`src/rtl/core/scrle_pkg.sv`:
```
// ----------------------------------------------------------------------------
// scrle_pkg
// Shared types and constants of the signed-count run-length image decoder.
// ----------------------------------------------------------------------------
package scrle_pkg;

  // image limits and stream layout
  localparam int MAX_WIDTH  = 640;
  localparam int MAX_HEIGHT = 480;
  localparam int HDR_BYTES  = 8;
  localparam int PAL_BYTES  = 768;
  localparam int PRE_BYTES  = HDR_BYTES + PAL_BYTES;

  localparam int OFF_W  = 10;  // header and palette byte offset
  localparam int IDX_W  = 19;  // pixel offset and result index
  localparam int VAL_W  = 16;
  localparam int RUN_W  = 16;
  localparam int IMGW_W = 10;
  localparam int IMGH_W = 9;

  // queue between parser and output stage
  localparam int QDEPTH  = 4;
  localparam int QADDR_W = $clog2(QDEPTH);

  localparam int TDATA_W = 56;

  typedef enum logic [2:0] {
    PH_HEADER,
    PH_PALETTE,
    PH_CNT_LO,
    PH_CNT_HI,
    PH_REP_VAL,
    PH_LITERAL,
    PH_DONE,
    PH_ERROR
  } phase_t;

  typedef enum logic [1:0] {
    KIND_HDR,
    KIND_PAL,
    KIND_PIX,
    KIND_STATUS
  } kind_t;

  typedef enum logic [2:0] {
    ST_OK,
    ST_TOO_SHORT,
    ST_BAD_DIM,
    ST_OVERFLOW,
    ST_MISMATCH
  } status_t;

  typedef struct packed {
    kind_t              kind;
    logic [IDX_W-1:0]   index;
    logic [VAL_W-1:0]   value;
    logic [RUN_W-1:0]   run;
    status_t            status;
    logic               last;
  } res_t;

  // results caused by one input byte
  typedef struct packed {
    logic two;
    res_t r0;
    res_t r1;
  } entry_t;

endpackage

```
`src/rtl/core/scrle_front.sv`:
```
// ----------------------------------------------------------------------------
// scrle_front
// Byte parser: tracks header, palette and run phases, builds result entries.
// ----------------------------------------------------------------------------
module scrle_front
  import scrle_pkg::*;
(
  input  logic       clk,
  input  logic       rst_n,
  input  logic [7:0] in_byte,
  input  logic       in_last,
  input  logic       in_fire,
  output logic       push,
  output entry_t     push_entry,
  output phase_t     phase
);

  localparam logic [OFF_W-1:0] HDR_END = OFF_W'(HDR_BYTES - 1);
  localparam logic [OFF_W-1:0] PAL_END = OFF_W'(PRE_BYTES - 1);
  localparam logic [OFF_W-1:0] PRE_END = OFF_W'(PRE_BYTES);

  phase_t             phase_r, phase_s, phase_nxt;
  logic [OFF_W-1:0]   off_r, off_s, off_nxt;
  logic [7:0]         low_r, low_s, low_nxt;
  logic [IMGW_W-1:0]  wid_r, wid_s, wid_nxt;
  logic [IMGH_W-1:0]  hgt_r, hgt_s, hgt_nxt;
  logic [IDX_W-1:0]   tot_r, tot_s, tot_nxt;
  logic [IDX_W-1:0]   pix_r, pix_s, pix_nxt;
  logic [RUN_W-1:0]   rem_r, rem_s, rem_nxt;
  status_t            err_r, err_s, err_nxt;

  logic [15:0]        word;
  logic [1:0]         word_idx;
  logic               dim_w_ok;
  logic               dim_h_ok;
  logic               cnt_rep;
  logic [RUN_W-1:0]   mag;
  logic               fits;
  logic [IDX_W-1:0]   rep_end;
  logic [IDX_W-1:0]   lit_end;
  logic [IDX_W-1:0]   area;
  logic               has0;
  res_t               main_res;
  res_t               stat_res;

  // shared datapath terms
  assign word     = {in_byte, low_r};
  assign word_idx = off_r[2:1];
  assign dim_w_ok = (word >= 16'd1) && (word <= 16'(MAX_WIDTH));
  assign dim_h_ok = (word >= 16'd1) && (word <= 16'(MAX_HEIGHT));
  assign cnt_rep  = (word == 16'd0) || word[15];
  assign mag      = cnt_rep ? (16'd0 - word) : word;
  assign fits     = ({1'b0, pix_r} + {{(IDX_W + 1 - RUN_W){1'b0}}, mag}) <= {1'b0, tot_r};
  assign rep_end  = pix_r + {{(IDX_W - RUN_W){1'b0}}, rem_r};
  assign lit_end  = pix_r + IDX_W'(1);
  assign area     = IDX_W'({{IMGH_W{1'b0}}, wid_r} * {{IMGW_W{1'b0}}, word[IMGH_W-1:0]});
  assign phase    = phase_r;

  // next state for one byte
  always_comb begin
    phase_s = phase_r;
    off_s   = off_r;
    low_s   = low_r;
    wid_s   = wid_r;
    hgt_s   = hgt_r;
    tot_s   = tot_r;
    pix_s   = pix_r;
    rem_s   = rem_r;
    err_s   = err_r;
    case (phase_r)
      PH_HEADER: begin
        if (!off_r[0]) begin
          low_s = in_byte;
        end else if (word_idx == 2'd2) begin
          if (dim_w_ok) begin
            wid_s = word[IMGW_W-1:0];
          end else if (err_r == ST_OK) begin
            err_s = ST_BAD_DIM;
          end
        end else if (word_idx == 2'd3) begin
          if (dim_h_ok) begin
            hgt_s = word[IMGH_W-1:0];
            if (err_r == ST_OK) begin
              tot_s = area;
            end
          end else if (err_r == ST_OK) begin
            err_s = ST_BAD_DIM;
          end
        end
        off_s = off_r + OFF_W'(1);
        if (off_r == HDR_END) begin
          phase_s = PH_PALETTE;
        end
      end
      PH_PALETTE: begin
        off_s = off_r + OFF_W'(1);
        if (off_r == PAL_END) begin
          phase_s = (err_r != ST_OK) ? PH_ERROR : PH_CNT_LO;
        end
      end
      PH_CNT_LO: begin
        low_s   = in_byte;
        phase_s = PH_CNT_HI;
      end
      PH_CNT_HI: begin
        if (!fits) begin
          if (err_r == ST_OK) begin
            err_s = ST_OVERFLOW;
          end
          phase_s = PH_ERROR;
        end else begin
          rem_s   = mag;
          phase_s = cnt_rep ? PH_REP_VAL : PH_LITERAL;
        end
      end
      PH_REP_VAL: begin
        pix_s   = rep_end;
        rem_s   = '0;
        phase_s = (rep_end == tot_r) ? PH_DONE : PH_CNT_LO;
      end
      PH_LITERAL: begin
        pix_s = lit_end;
        rem_s = rem_r - RUN_W'(1);
        if (rem_r == RUN_W'(1)) begin
          phase_s = (lit_end == tot_r) ? PH_DONE : PH_CNT_LO;
        end
      end
      PH_DONE: begin
        if (err_r == ST_OK) begin
          err_s = ST_MISMATCH;
        end
        phase_s = PH_ERROR;
      end
      PH_ERROR: begin
        phase_s = PH_ERROR;
      end
      default: begin
        phase_s = PH_ERROR;
      end
    endcase
  end

  // end of entry returns everything to reset values
  always_comb begin
    if (in_last) begin
      phase_nxt = PH_HEADER;
      off_nxt   = '0;
      low_nxt   = '0;
      wid_nxt   = '0;
      hgt_nxt   = '0;
      tot_nxt   = '0;
      pix_nxt   = '0;
      rem_nxt   = '0;
      err_nxt   = ST_OK;
    end else begin
      phase_nxt = phase_s;
      off_nxt   = off_s;
      low_nxt   = low_s;
      wid_nxt   = wid_s;
      hgt_nxt   = hgt_s;
      tot_nxt   = tot_s;
      pix_nxt   = pix_s;
      rem_nxt   = rem_s;
      err_nxt   = err_s;
    end
  end

  // result built from this byte
  always_comb begin
    has0           = 1'b0;
    main_res       = '0;
    main_res.kind  = KIND_HDR;
    main_res.status = ST_OK;
    case (phase_r)
      PH_HEADER: begin
        has0           = off_r[0];
        main_res.kind  = KIND_HDR;
        main_res.index = {{(IDX_W - 2){1'b0}}, word_idx};
        main_res.value = word;
      end
      PH_PALETTE: begin
        has0           = 1'b1;
        main_res.kind  = KIND_PAL;
        main_res.index = {{(IDX_W - OFF_W){1'b0}}, off_r - OFF_W'(HDR_BYTES)};
        main_res.value = {8'd0, in_byte};
      end
      PH_REP_VAL: begin
        has0           = (rem_r != '0);
        main_res.kind  = KIND_PIX;
        main_res.index = pix_r;
        main_res.value = {8'd0, in_byte};
        main_res.run   = rem_r;
      end
      PH_LITERAL: begin
        has0           = 1'b1;
        main_res.kind  = KIND_PIX;
        main_res.index = pix_r;
        main_res.value = {8'd0, in_byte};
        main_res.run   = RUN_W'(1);
      end
      default: begin
        has0 = 1'b0;
      end
    endcase

    // final status
    stat_res      = '0;
    stat_res.kind = KIND_STATUS;
    stat_res.last = 1'b1;
    if (off_s < PRE_END) begin
      stat_res.status = ST_TOO_SHORT;
    end else if (err_s != ST_OK) begin
      stat_res.status = err_s;
    end else begin
      stat_res.status = (phase_s == PH_DONE) ? ST_OK : ST_MISMATCH;
    end

    push           = in_fire && (has0 || in_last);
    push_entry.two = has0 && in_last;
    push_entry.r0  = has0 ? main_res : stat_res;
    push_entry.r1  = stat_res;
  end

  // control state
  always_ff @(posedge clk) begin
    if (!rst_n) begin
      phase_r <= PH_HEADER;
      off_r   <= '0;
      low_r   <= '0;
      wid_r   <= '0;
      hgt_r   <= '0;
      tot_r   <= '0;
      pix_r   <= '0;
      rem_r   <= '0;
      err_r   <= ST_OK;
    end else if (in_fire) begin
      phase_r <= phase_nxt;
      off_r   <= off_nxt;
      low_r   <= low_nxt;
      wid_r   <= wid_nxt;
      hgt_r   <= hgt_nxt;
      tot_r   <= tot_nxt;
      pix_r   <= pix_nxt;
      rem_r   <= rem_nxt;
      err_r   <= err_nxt;
    end
  end

endmodule

```
`src/rtl/core/scrle_queue.sv`:
```
// ----------------------------------------------------------------------------
// scrle_queue
// Small register queue of result entries between parser and output stage.
// ----------------------------------------------------------------------------
module scrle_queue
  import scrle_pkg::*;
(
  input  logic   clk,
  input  logic   rst_n,
  input  logic   push,
  input  entry_t push_entry,
  output logic   full,
  input  logic   pop,
  output logic   empty,
  output entry_t head
);

  localparam logic [QADDR_W-1:0] PTR_LAST = QADDR_W'(QDEPTH - 1);
  localparam logic [QADDR_W:0]   CNT_FULL = (QADDR_W + 1)'(QDEPTH);

  entry_t             mem_r [QDEPTH];
  logic [QADDR_W-1:0] wr_r, wr_nxt;
  logic [QADDR_W-1:0] rd_r, rd_nxt;
  logic [QADDR_W:0]   cnt_r, cnt_nxt;

  assign full  = (cnt_r == CNT_FULL);
  assign empty = (cnt_r == '0);
  assign head  = mem_r[rd_r];

  // pointer and fill count update
  always_comb begin
    wr_nxt  = wr_r;
    rd_nxt  = rd_r;
    cnt_nxt = cnt_r;
    if (push) begin
      wr_nxt = (wr_r == PTR_LAST) ? '0 : wr_r + QADDR_W'(1);
    end
    if (pop) begin
      rd_nxt = (rd_r == PTR_LAST) ? '0 : rd_r + QADDR_W'(1);
    end
    if (push && !pop) begin
      cnt_nxt = cnt_r + (QADDR_W + 1)'(1);
    end else if (pop && !push) begin
      cnt_nxt = cnt_r - (QADDR_W + 1)'(1);
    end
  end

  always_ff @(posedge clk) begin
    if (!rst_n) begin
      wr_r  <= '0;
      rd_r  <= '0;
      cnt_r <= '0;
    end else begin
      wr_r  <= wr_nxt;
      rd_r  <= rd_nxt;
      cnt_r <= cnt_nxt;
    end
  end

  // entry storage
  always_ff @(posedge clk) begin
    if (push) begin
      mem_r[wr_r] <= push_entry;
    end
  end

endmodule

```
`src/rtl/core/scrle_back.sv`:
```
// ----------------------------------------------------------------------------
// scrle_back
// Output stage: splits queued entries into single results, registered output.
// ----------------------------------------------------------------------------
module scrle_back
  import scrle_pkg::*;
(
  input  logic               clk,
  input  logic               rst_n,
  input  logic               empty,
  input  entry_t             head,
  output logic               pop,
  output logic               out_tvalid,
  input  logic               out_tready,
  output logic [TDATA_W-1:0] out_tdata,
  output logic [1:0]         out_tuser,
  output logic               out_tlast
);

  logic ov_r, ov_nxt;
  logic sel_r, sel_nxt;
  res_t od_r, od_nxt;
  logic load;

  assign load = !ov_r || out_tready;

  // pick the next result of the head entry
  always_comb begin
    pop     = 1'b0;
    ov_nxt  = ov_r;
    sel_nxt = sel_r;
    od_nxt  = od_r;
    if (load) begin
      if (!empty) begin
        ov_nxt = 1'b1;
        od_nxt = sel_r ? head.r1 : head.r0;
        if (sel_r || !head.two) begin
          pop     = 1'b1;
          sel_nxt = 1'b0;
        end else begin
          sel_nxt = 1'b1;
        end
      end else begin
        ov_nxt = 1'b0;
      end
    end
  end

  always_ff @(posedge clk) begin
    if (!rst_n) begin
      ov_r  <= 1'b0;
      sel_r <= 1'b0;
    end else begin
      ov_r  <= ov_nxt;
      sel_r <= sel_nxt;
    end
  end

  always_ff @(posedge clk) begin
    od_r <= od_nxt;
  end

  // port packing
  assign out_tvalid = ov_r;
  assign out_tdata  = {2'b00, od_r.status, od_r.run, od_r.value, od_r.index};
  assign out_tuser  = od_r.kind;
  assign out_tlast  = od_r.last;

endmodule

```
`src/rtl/core/signed_count_rle_image_decoder.sv`:
```
// ----------------------------------------------------------------------------
// signed_count_rle_image_decoder
// Streaming decoder for a run-length coded 8-bit image with 16-bit signed
// counts, one raw byte per transaction.
// ----------------------------------------------------------------------------
// The block takes one byte per clock while its queue has room and reports
// header words, palette bytes, pixel runs and a final status on the last byte
// of an entry. Every byte is parsed as it is accepted; its results go into a
// four-entry queue that an output register drains at one result per cycle
// while the consumer takes them. A byte yields zero, one or two results (two
// only when the last byte also yields a header word, palette byte or pixel run
// of its own), so input runs at one byte per cycle as long as the consumer
// takes results; only the last byte of an entry can add a second result.
// After it the parser is back in header state for the next entry, no gap.
module signed_count_rle_image_decoder
  import scrle_pkg::*;
(
  input  logic               clk,
  input  logic               rst_n,
  input  logic               in_tvalid,
  output logic               in_tready,
  input  logic [7:0]         in_tdata,   // [7:0] in_byte
  input  logic               in_tlast,
  output logic               out_tvalid,
  input  logic               out_tready,
  output logic [TDATA_W-1:0] out_tdata,  // [18:0] index, [34:19] value,
                                         // [50:35] run, [53:51] status
  output logic [1:0]         out_tuser,  // [1:0] kind
  output logic               out_tlast
);

  logic   in_fire;
  logic   q_push;
  entry_t q_entry;
  logic   q_full;
  logic   q_pop;
  logic   q_empty;
  entry_t q_head;
  phase_t fr_phase;

  assign in_tready = !q_full;
  assign in_fire   = in_tvalid && in_tready;

  // byte parser
  scrle_front u_front (
    .clk        (clk),
    .rst_n      (rst_n),
    .in_byte    (in_tdata),
    .in_last    (in_tlast),
    .in_fire    (in_fire),
    .push       (q_push),
    .push_entry (q_entry),
    .phase      (fr_phase)
  );

  // result queue
  scrle_queue u_queue (
    .clk        (clk),
    .rst_n      (rst_n),
    .push       (q_push),
    .push_entry (q_entry),
    .full       (q_full),
    .pop        (q_pop),
    .empty      (q_empty),
    .head       (q_head)
  );

  // output stage
  scrle_back u_back (
    .clk        (clk),
    .rst_n      (rst_n),
    .empty      (q_empty),
    .head       (q_head),
    .pop        (q_pop),
    .out_tvalid (out_tvalid),
    .out_tready (out_tready),
    .out_tdata  (out_tdata),
    .out_tuser  (out_tuser),
    .out_tlast  (out_tlast)
  );

`ifndef SYNTHESIS
  // the parser is back in its header phase after the last byte of an entry
  a_reset_after_last: assert property (@(posedge clk) disable iff (!rst_n)
    in_fire && in_tlast |=> fr_phase == PH_HEADER)
    else $error("parser not reset after last byte");

  // the final flag goes with status results and only with them
  a_last_is_status: assert property (@(posedge clk) disable iff (!rst_n)
    out_tvalid |-> (out_tlast == (out_tuser == KIND_STATUS)))
    else $error("tlast does not match status kind");

  // a pixel run is never empty
  a_run_nonzero: assert property (@(posedge clk) disable iff (!rst_n)
    out_tvalid && (out_tuser == KIND_PIX) |-> out_tdata[50:35] != 16'd0)
    else $error("empty pixel run emitted");

  // queue is never pushed while full
  a_queue_no_overflow: assert property (@(posedge clk) disable iff (!rst_n)
    q_full |-> !q_push)
    else $error("result queue overflow");
`endif

endmodule
```
`config.mk`:
```
export PLATFORM = sky130hd
export DESIGN_NAME = signed_count_rle_image_decoder
export DESIGN_NICKNAME = d
export VERILOG_FILES = /design/src/rtl/core/scrle_pkg.sv /design/src/rtl/core/scrle_front.sv /design/src/rtl/core/scrle_queue.sv /design/src/rtl/core/scrle_back.sv /design/src/rtl/core/signed_count_rle_image_decoder.sv
export SDC_FILE = /design/constraint.sdc
export NUM_CORES = 1
export LEC_CHECK = 0
export BUFFER_PORTS_ARGS = -buffer_cell sky130_fd_sc_hd__buf_2
export CAP_MARGIN = 20
export CORE_MARGIN = 2
export CORE_UTILIZATION = 35
export CTS_BUF_LIST = sky130_fd_sc_hd__clkbuf_8
export CTS_CLUSTER_DIAMETER = 150
export DETAILED_ROUTE_END_ITERATION = 6
export PLACE_DENSITY = 0.58
export SLEW_MARGIN = 30
export SYNTH_ARGS = -nofsm -noshare
export SYNTH_HDL_FRONTEND = slang
export SYNTH_SLANG_ARGS = --single-unit
```
`constraint.sdc`:
```
create_clock -name clk -period 5.68 [get_ports clk]
set_input_delay 0.568 -clock clk [delete_from_list [all_inputs] [get_ports clk]]
set_output_delay 0.568 -clock clk [all_outputs]
set_load 0.1 [all_outputs]
```
==> reports/summary.md <==
• outcome: complete, no violations
• total net switching power: 3.96 mW
• cell-internal power: 5.98 mW
• layout cell share with drive strength beyond 1: 18.7%
• via count: 17.0k
• number of unique standard cell types used by synthesis: 89
• power density over cell area: 369 nW/um^2
• first-pass GRT wire length: 101 mm
• maximum level of the CTS H-tree: 3
• Layout Cell Area excl Fill: 27000 um^2
• Hold Violations, Final: 0
• Yosys warning total: 0
• data arrival time at the worst-slack endpoint: 6.02 ns
• largest cells by area after synthesis: sky130_fd_sc_hd__edfxtp_1 39%, sky130_fd_sc_hd__dfxtp_1 8.5%, sky130_fd_sc_hd__mux4_2 6.0%
• Layout Cells excl Fill: 3166
• Num Clock Sinks: 400
• largest net degree at the start of global routing: 62
• Post-Place Cell Area: 25300 um^2
• worst ir drop on vdd: 0.510 mV
• synthesized area: 23400 um^2
• most common cell in the synthesized netlist: sky130_fd_sc_hd__edfxtp_1
• number of DRC violations after detailed routing: 0
• vias in the first global route: 17.2k
• main flop type after synthesis: sky130_fd_sc_hd__edfxtp_1
• area growth from synthesis to final layout: 15.2%
• setup ws final: 0.216 ns
• slowest stage delay, CP: 0.42 ns
• largest delay contributor family on the critical path: compound AO/OA/AOI/OAI gates
• number of antenna violations at the first check in global routing: 4
• Buf+Inv Stages, Crit Path: 4
• pre-CTS WS: -0.588 ns
• CP Class: flop to flop
• final clock period utilization by the worst path: 96.2%
• min Tclk post-route: 5.46 ns
• Initial Utilization: 35.5%
• antenna violation net count after detailed routing: 0
• register share of total power: 38.1%
• number of slew-limit violations in the final report: 0
• standby leakage power: 10.3 nW
• post-synthesis sequential element count: 400
• reported max-cap violation count: 0
• top-level I/O count: 74
• CP max stage cell: sky130_fd_sc_hd__a2111o_1
• Total Routed Length: 65.1 mm
• Setup crit end kind: flop
• clock slew at the register clock pins of the worst setup and hold paths: 0.06 ns
• fraction of power spent switching nets: 39.8%
• width of the chip: 263 um
• worst slack on hold paths: 0.244 ns
• Worst Tran Pin Value: 1.03 ns
• Synth Area per Inst: 11.1 um^2
• WL per Instance: 20.6 um
• root buffer selected by CTS: sky130_fd_sc_hd__clkbuf_8
• Clock Latency Late Sink: 0.67 ns
• sequential element share of the synthesized area: 47.1%
• num rows: 94
• TritonRoute pass-1 iters: 5
• headroom to the max-slew limit: 31.0%
• core footprint: 66000 um^2
• classification of the worst-slack hold path: input port to flop
• Bufs on Longest Clock Path: 3
• category of the worst setup path launch point: flop
• fraction of synthesized cell area taken by the top area cell type: 38.6%
• Placed Instances: 3027
• filler cell count in the final layout: 6338
• height of the die: 263 um
• Placer Congestion: 0.886
• cell taking the most area after synthesis: sky130_fd_sc_hd__edfxtp_1
• clock tree from TritonCTS: done
• Max Clock Skew: 0.0588 ns
• I/O Buffers: 71
• largest fanout on the critical path: 9
• unrepaired setup endpoints after global routing: true
• drt first-iter violations: 1137
• Die Footprint: 69000 um^2
• Highest Clock Rate: 183 MHz
• total congestion overflow after global routing: 0
• clock network fraction of design power: 27.4%
• total power draw: 9.95 mW
• dpl hpwl: 46.5 mm
• Overall Global Routing Usage: 18.7%
• FFs w/ async S/R, synth: 0%
• Post-Syn Instances: 2106
• final number of setup-violating endpoints: 0
• Post-layout nets: 2423
• Synth top cells by count: 301 x sky130_fd_sc_hd__edfxtp_1, 168 x sky130_fd_sc_hd__nand2_1, 127 x sky130_fd_sc_hd__and2_1, 119 x sky130_fd_sc_hd__inv_1, 117 x sky130_fd_sc_hd__nor2_1
• Post-CTS Hold Buffers: 0
• TritonCTS buffer count: 70
• required arrival time at the worst endpoint: 6.24 ns
• DR vias/cell: 5.36
• logic gate share of total power: 34.5%
• number of synthesized flops with an enable pin: 301
[final timing paths]
path / slack [ns] / depth (start not counted) / end / from
setup reg to reg: 0.22 / 26 / u_front.rem_r[4] / u_front.low_r[5]
setup / recovery: 0.22 / 26 / u_front.rem_r[4] / u_front.low_r[5]
hold reg to reg: 0.51 / 2 / u_back.out_tvalid / u_back.out_tvalid
hold / removal: 0.24 / 4 / u_back.out_tvalid / out_tready
[power by group through the flow]
stage               registers, mW  clock network [mW]  logic, mW
floorplan                    5.39                   0       1.20
CTS                          3.80                2.80       3.45
detailed placement           3.86                   0       3.44
finish                       3.79                2.73       3.43
global route                 3.83                2.93       3.62
global placement             3.85                   0       3.42
[cell type report]
class                           count  area, um^2  share of cell area (%)
Antenna cell                        1        2.50                 0.00928
Clock buffer                       75        1030                    3.83
Clock inverter                     53         409                    1.52
Inverter                          120         450                    1.67
Multi-Input combinational cell   1449       11600                    43.0
Sequential cell                   400       11000                    40.9
Tap cell                          864        1080                    4.01
Timing Repair Buffer              204        1370                    5.09
[worst reg2reg max path, cell delays in order, from the launching register on]
cell	delay (ns)
sky130_fd_sc_hd__dfxtp_1	0.31
sky130_fd_sc_hd__or2_4	0.28
sky130_fd_sc_hd__nor4_4	0.26
sky130_fd_sc_hd__a41oi_2	0.19
sky130_fd_sc_hd__buf_6	0.18
sky130_fd_sc_hd__nor2_2	0.11
sky130_fd_sc_hd__xor2_1	0.22
sky130_fd_sc_hd__ha_1	0.28
sky130_fd_sc_hd__o21a_1	0.20
sky130_fd_sc_hd__a2111o_1	0.42
sky130_fd_sc_hd__a21oi_2	0.21
sky130_fd_sc_hd__o41ai_2	0.12
sky130_fd_sc_hd__buf_4	0.15
sky130_fd_sc_hd__a21o_1	0.19
sky130_fd_sc_hd__nand2_1	0.08
sky130_fd_sc_hd__xnor2_1	0.07
sky130_fd_sc_hd__ha_1	0.20
sky130_fd_sc_hd__or3_1	0.32
sky130_fd_sc_hd__a221oi_2	0.19
sky130_fd_sc_hd__o211ai_1	0.13
sky130_fd_sc_hd__and3_4	0.21
sky130_fd_sc_hd__buf_4	0.14
sky130_fd_sc_hd__a211oi_4	0.21
sky130_fd_sc_hd__o21ai_2	0.09
sky130_fd_sc_hd__buf_6	0.16
sky130_fd_sc_hd__or3_1	0.35
sky130_fd_sc_hd__a21boi_1	0.12
[timing repair]
| action | CTS | global route |
|---|---|---|
| hold endpoints to repair | 0 | 0 |
| setup endpoints to repair | 8 | 42 |
| buffers inserted | 0 | 10 |
| gates resized for setup | 2 | 36 |
| gates cloned | 0 | 0 |
| pin swaps | 0 | 20 |
[per-layer routing]
layer | wire length (um) | GRT usage (%) | vias to the layer above | part of all wire (%)
li1 | - | - | 7893 | -
met1 | 28900 | 24.6 | 8534 | 44
met2 | 31000 | 30.7 | 426 | 48
met3 | 2930 | 2.80 | 113 | 4.5
met4 | 2230 | 8.11 | 0 | 3.4
met5 | 0 | 0 | - | 0
[through the flow]
step / setup TNS [ns] / util (%)
6_report: 0 / 40.9
4_1_cts: 0 / 40.5
5_1_grt: -0.325 / 40.9
3_3_place_gp: -10.54 / 38.3
3_5_place_dp: -17.69 / 38.3
2_1_floorplan: 0 / -
[cell usage in the layout (no fill, tap or decap), types with 16 or more instances in the layout]
| cell | n |
|---|---|
| sky130_fd_sc_hd__a21o_1 | 21 |
| sky130_fd_sc_hd__or3_1 | 25 |
| sky130_fd_sc_hd__nor3b_1 | 18 |
| sky130_fd_sc_hd__ha_1 | 105 |
| sky130_fd_sc_hd__nor2_1 | 116 |
| sky130_fd_sc_hd__nand4_1 | 16 |
| sky130_fd_sc_hd__dfxtp_1 | 97 |
| sky130_fd_sc_hd__buf_4 | 128 |
| sky130_fd_sc_hd__and2_1 | 122 |
| sky130_fd_sc_hd__and3_1 | 22 |
| sky130_fd_sc_hd__a22oi_1 | 39 |
| sky130_fd_sc_hd__nand2_1 | 167 |
| sky130_fd_sc_hd__xor2_1 | 40 |
| sky130_fd_sc_hd__inv_1 | 143 |
| sky130_fd_sc_hd__clkbuf_8 | 75 |
| sky130_fd_sc_hd__edfxtp_1 | 301 |
| sky130_fd_sc_hd__a21oi_1 | 98 |
| sky130_fd_sc_hd__nand3_1 | 33 |
| sky130_fd_sc_hd__xnor2_1 | 72 |
| sky130_fd_sc_hd__nor3_1 | 37 |
| sky130_fd_sc_hd__o21ai_0 | 64 |
| sky130_fd_sc_hd__mux4_2 | 62 |
| sky130_fd_sc_hd__buf_2 | 71 |
| sky130_fd_sc_hd__nor2b_1 | 63 |
| sky130_fd_sc_hd__fa_1 | 59 |
[sequential cells by signal, summed over array words and instances (netlist names), 3 cells and up, named ones only]
signal / flops
u_front.wid_r: 10
u_front.rem_r: 16
u_front.tot_r: 19
u_front.off_r: 10
u_queue.mem_r: 244
u_queue.cnt_r: 3
u_front.err_r: 3
u_front.low_r: 8
u_front.pix_r: 19
u_front.phase: 3
u_back.out_tdata: 54
[kinds of logic after synthesis]
family,share of synthesized area (%)
other,0.0160
flip-flops,47.1
adder cells (fa/ha/maj),10.7
XOR/XNOR,4.19
buffers and inverters,4.35
AND/OR/NAND/NOR,15.6
multiplexers,6.49
AO/OA/AOI/OAI,11.5
Power figures use the tool's default switching activity.
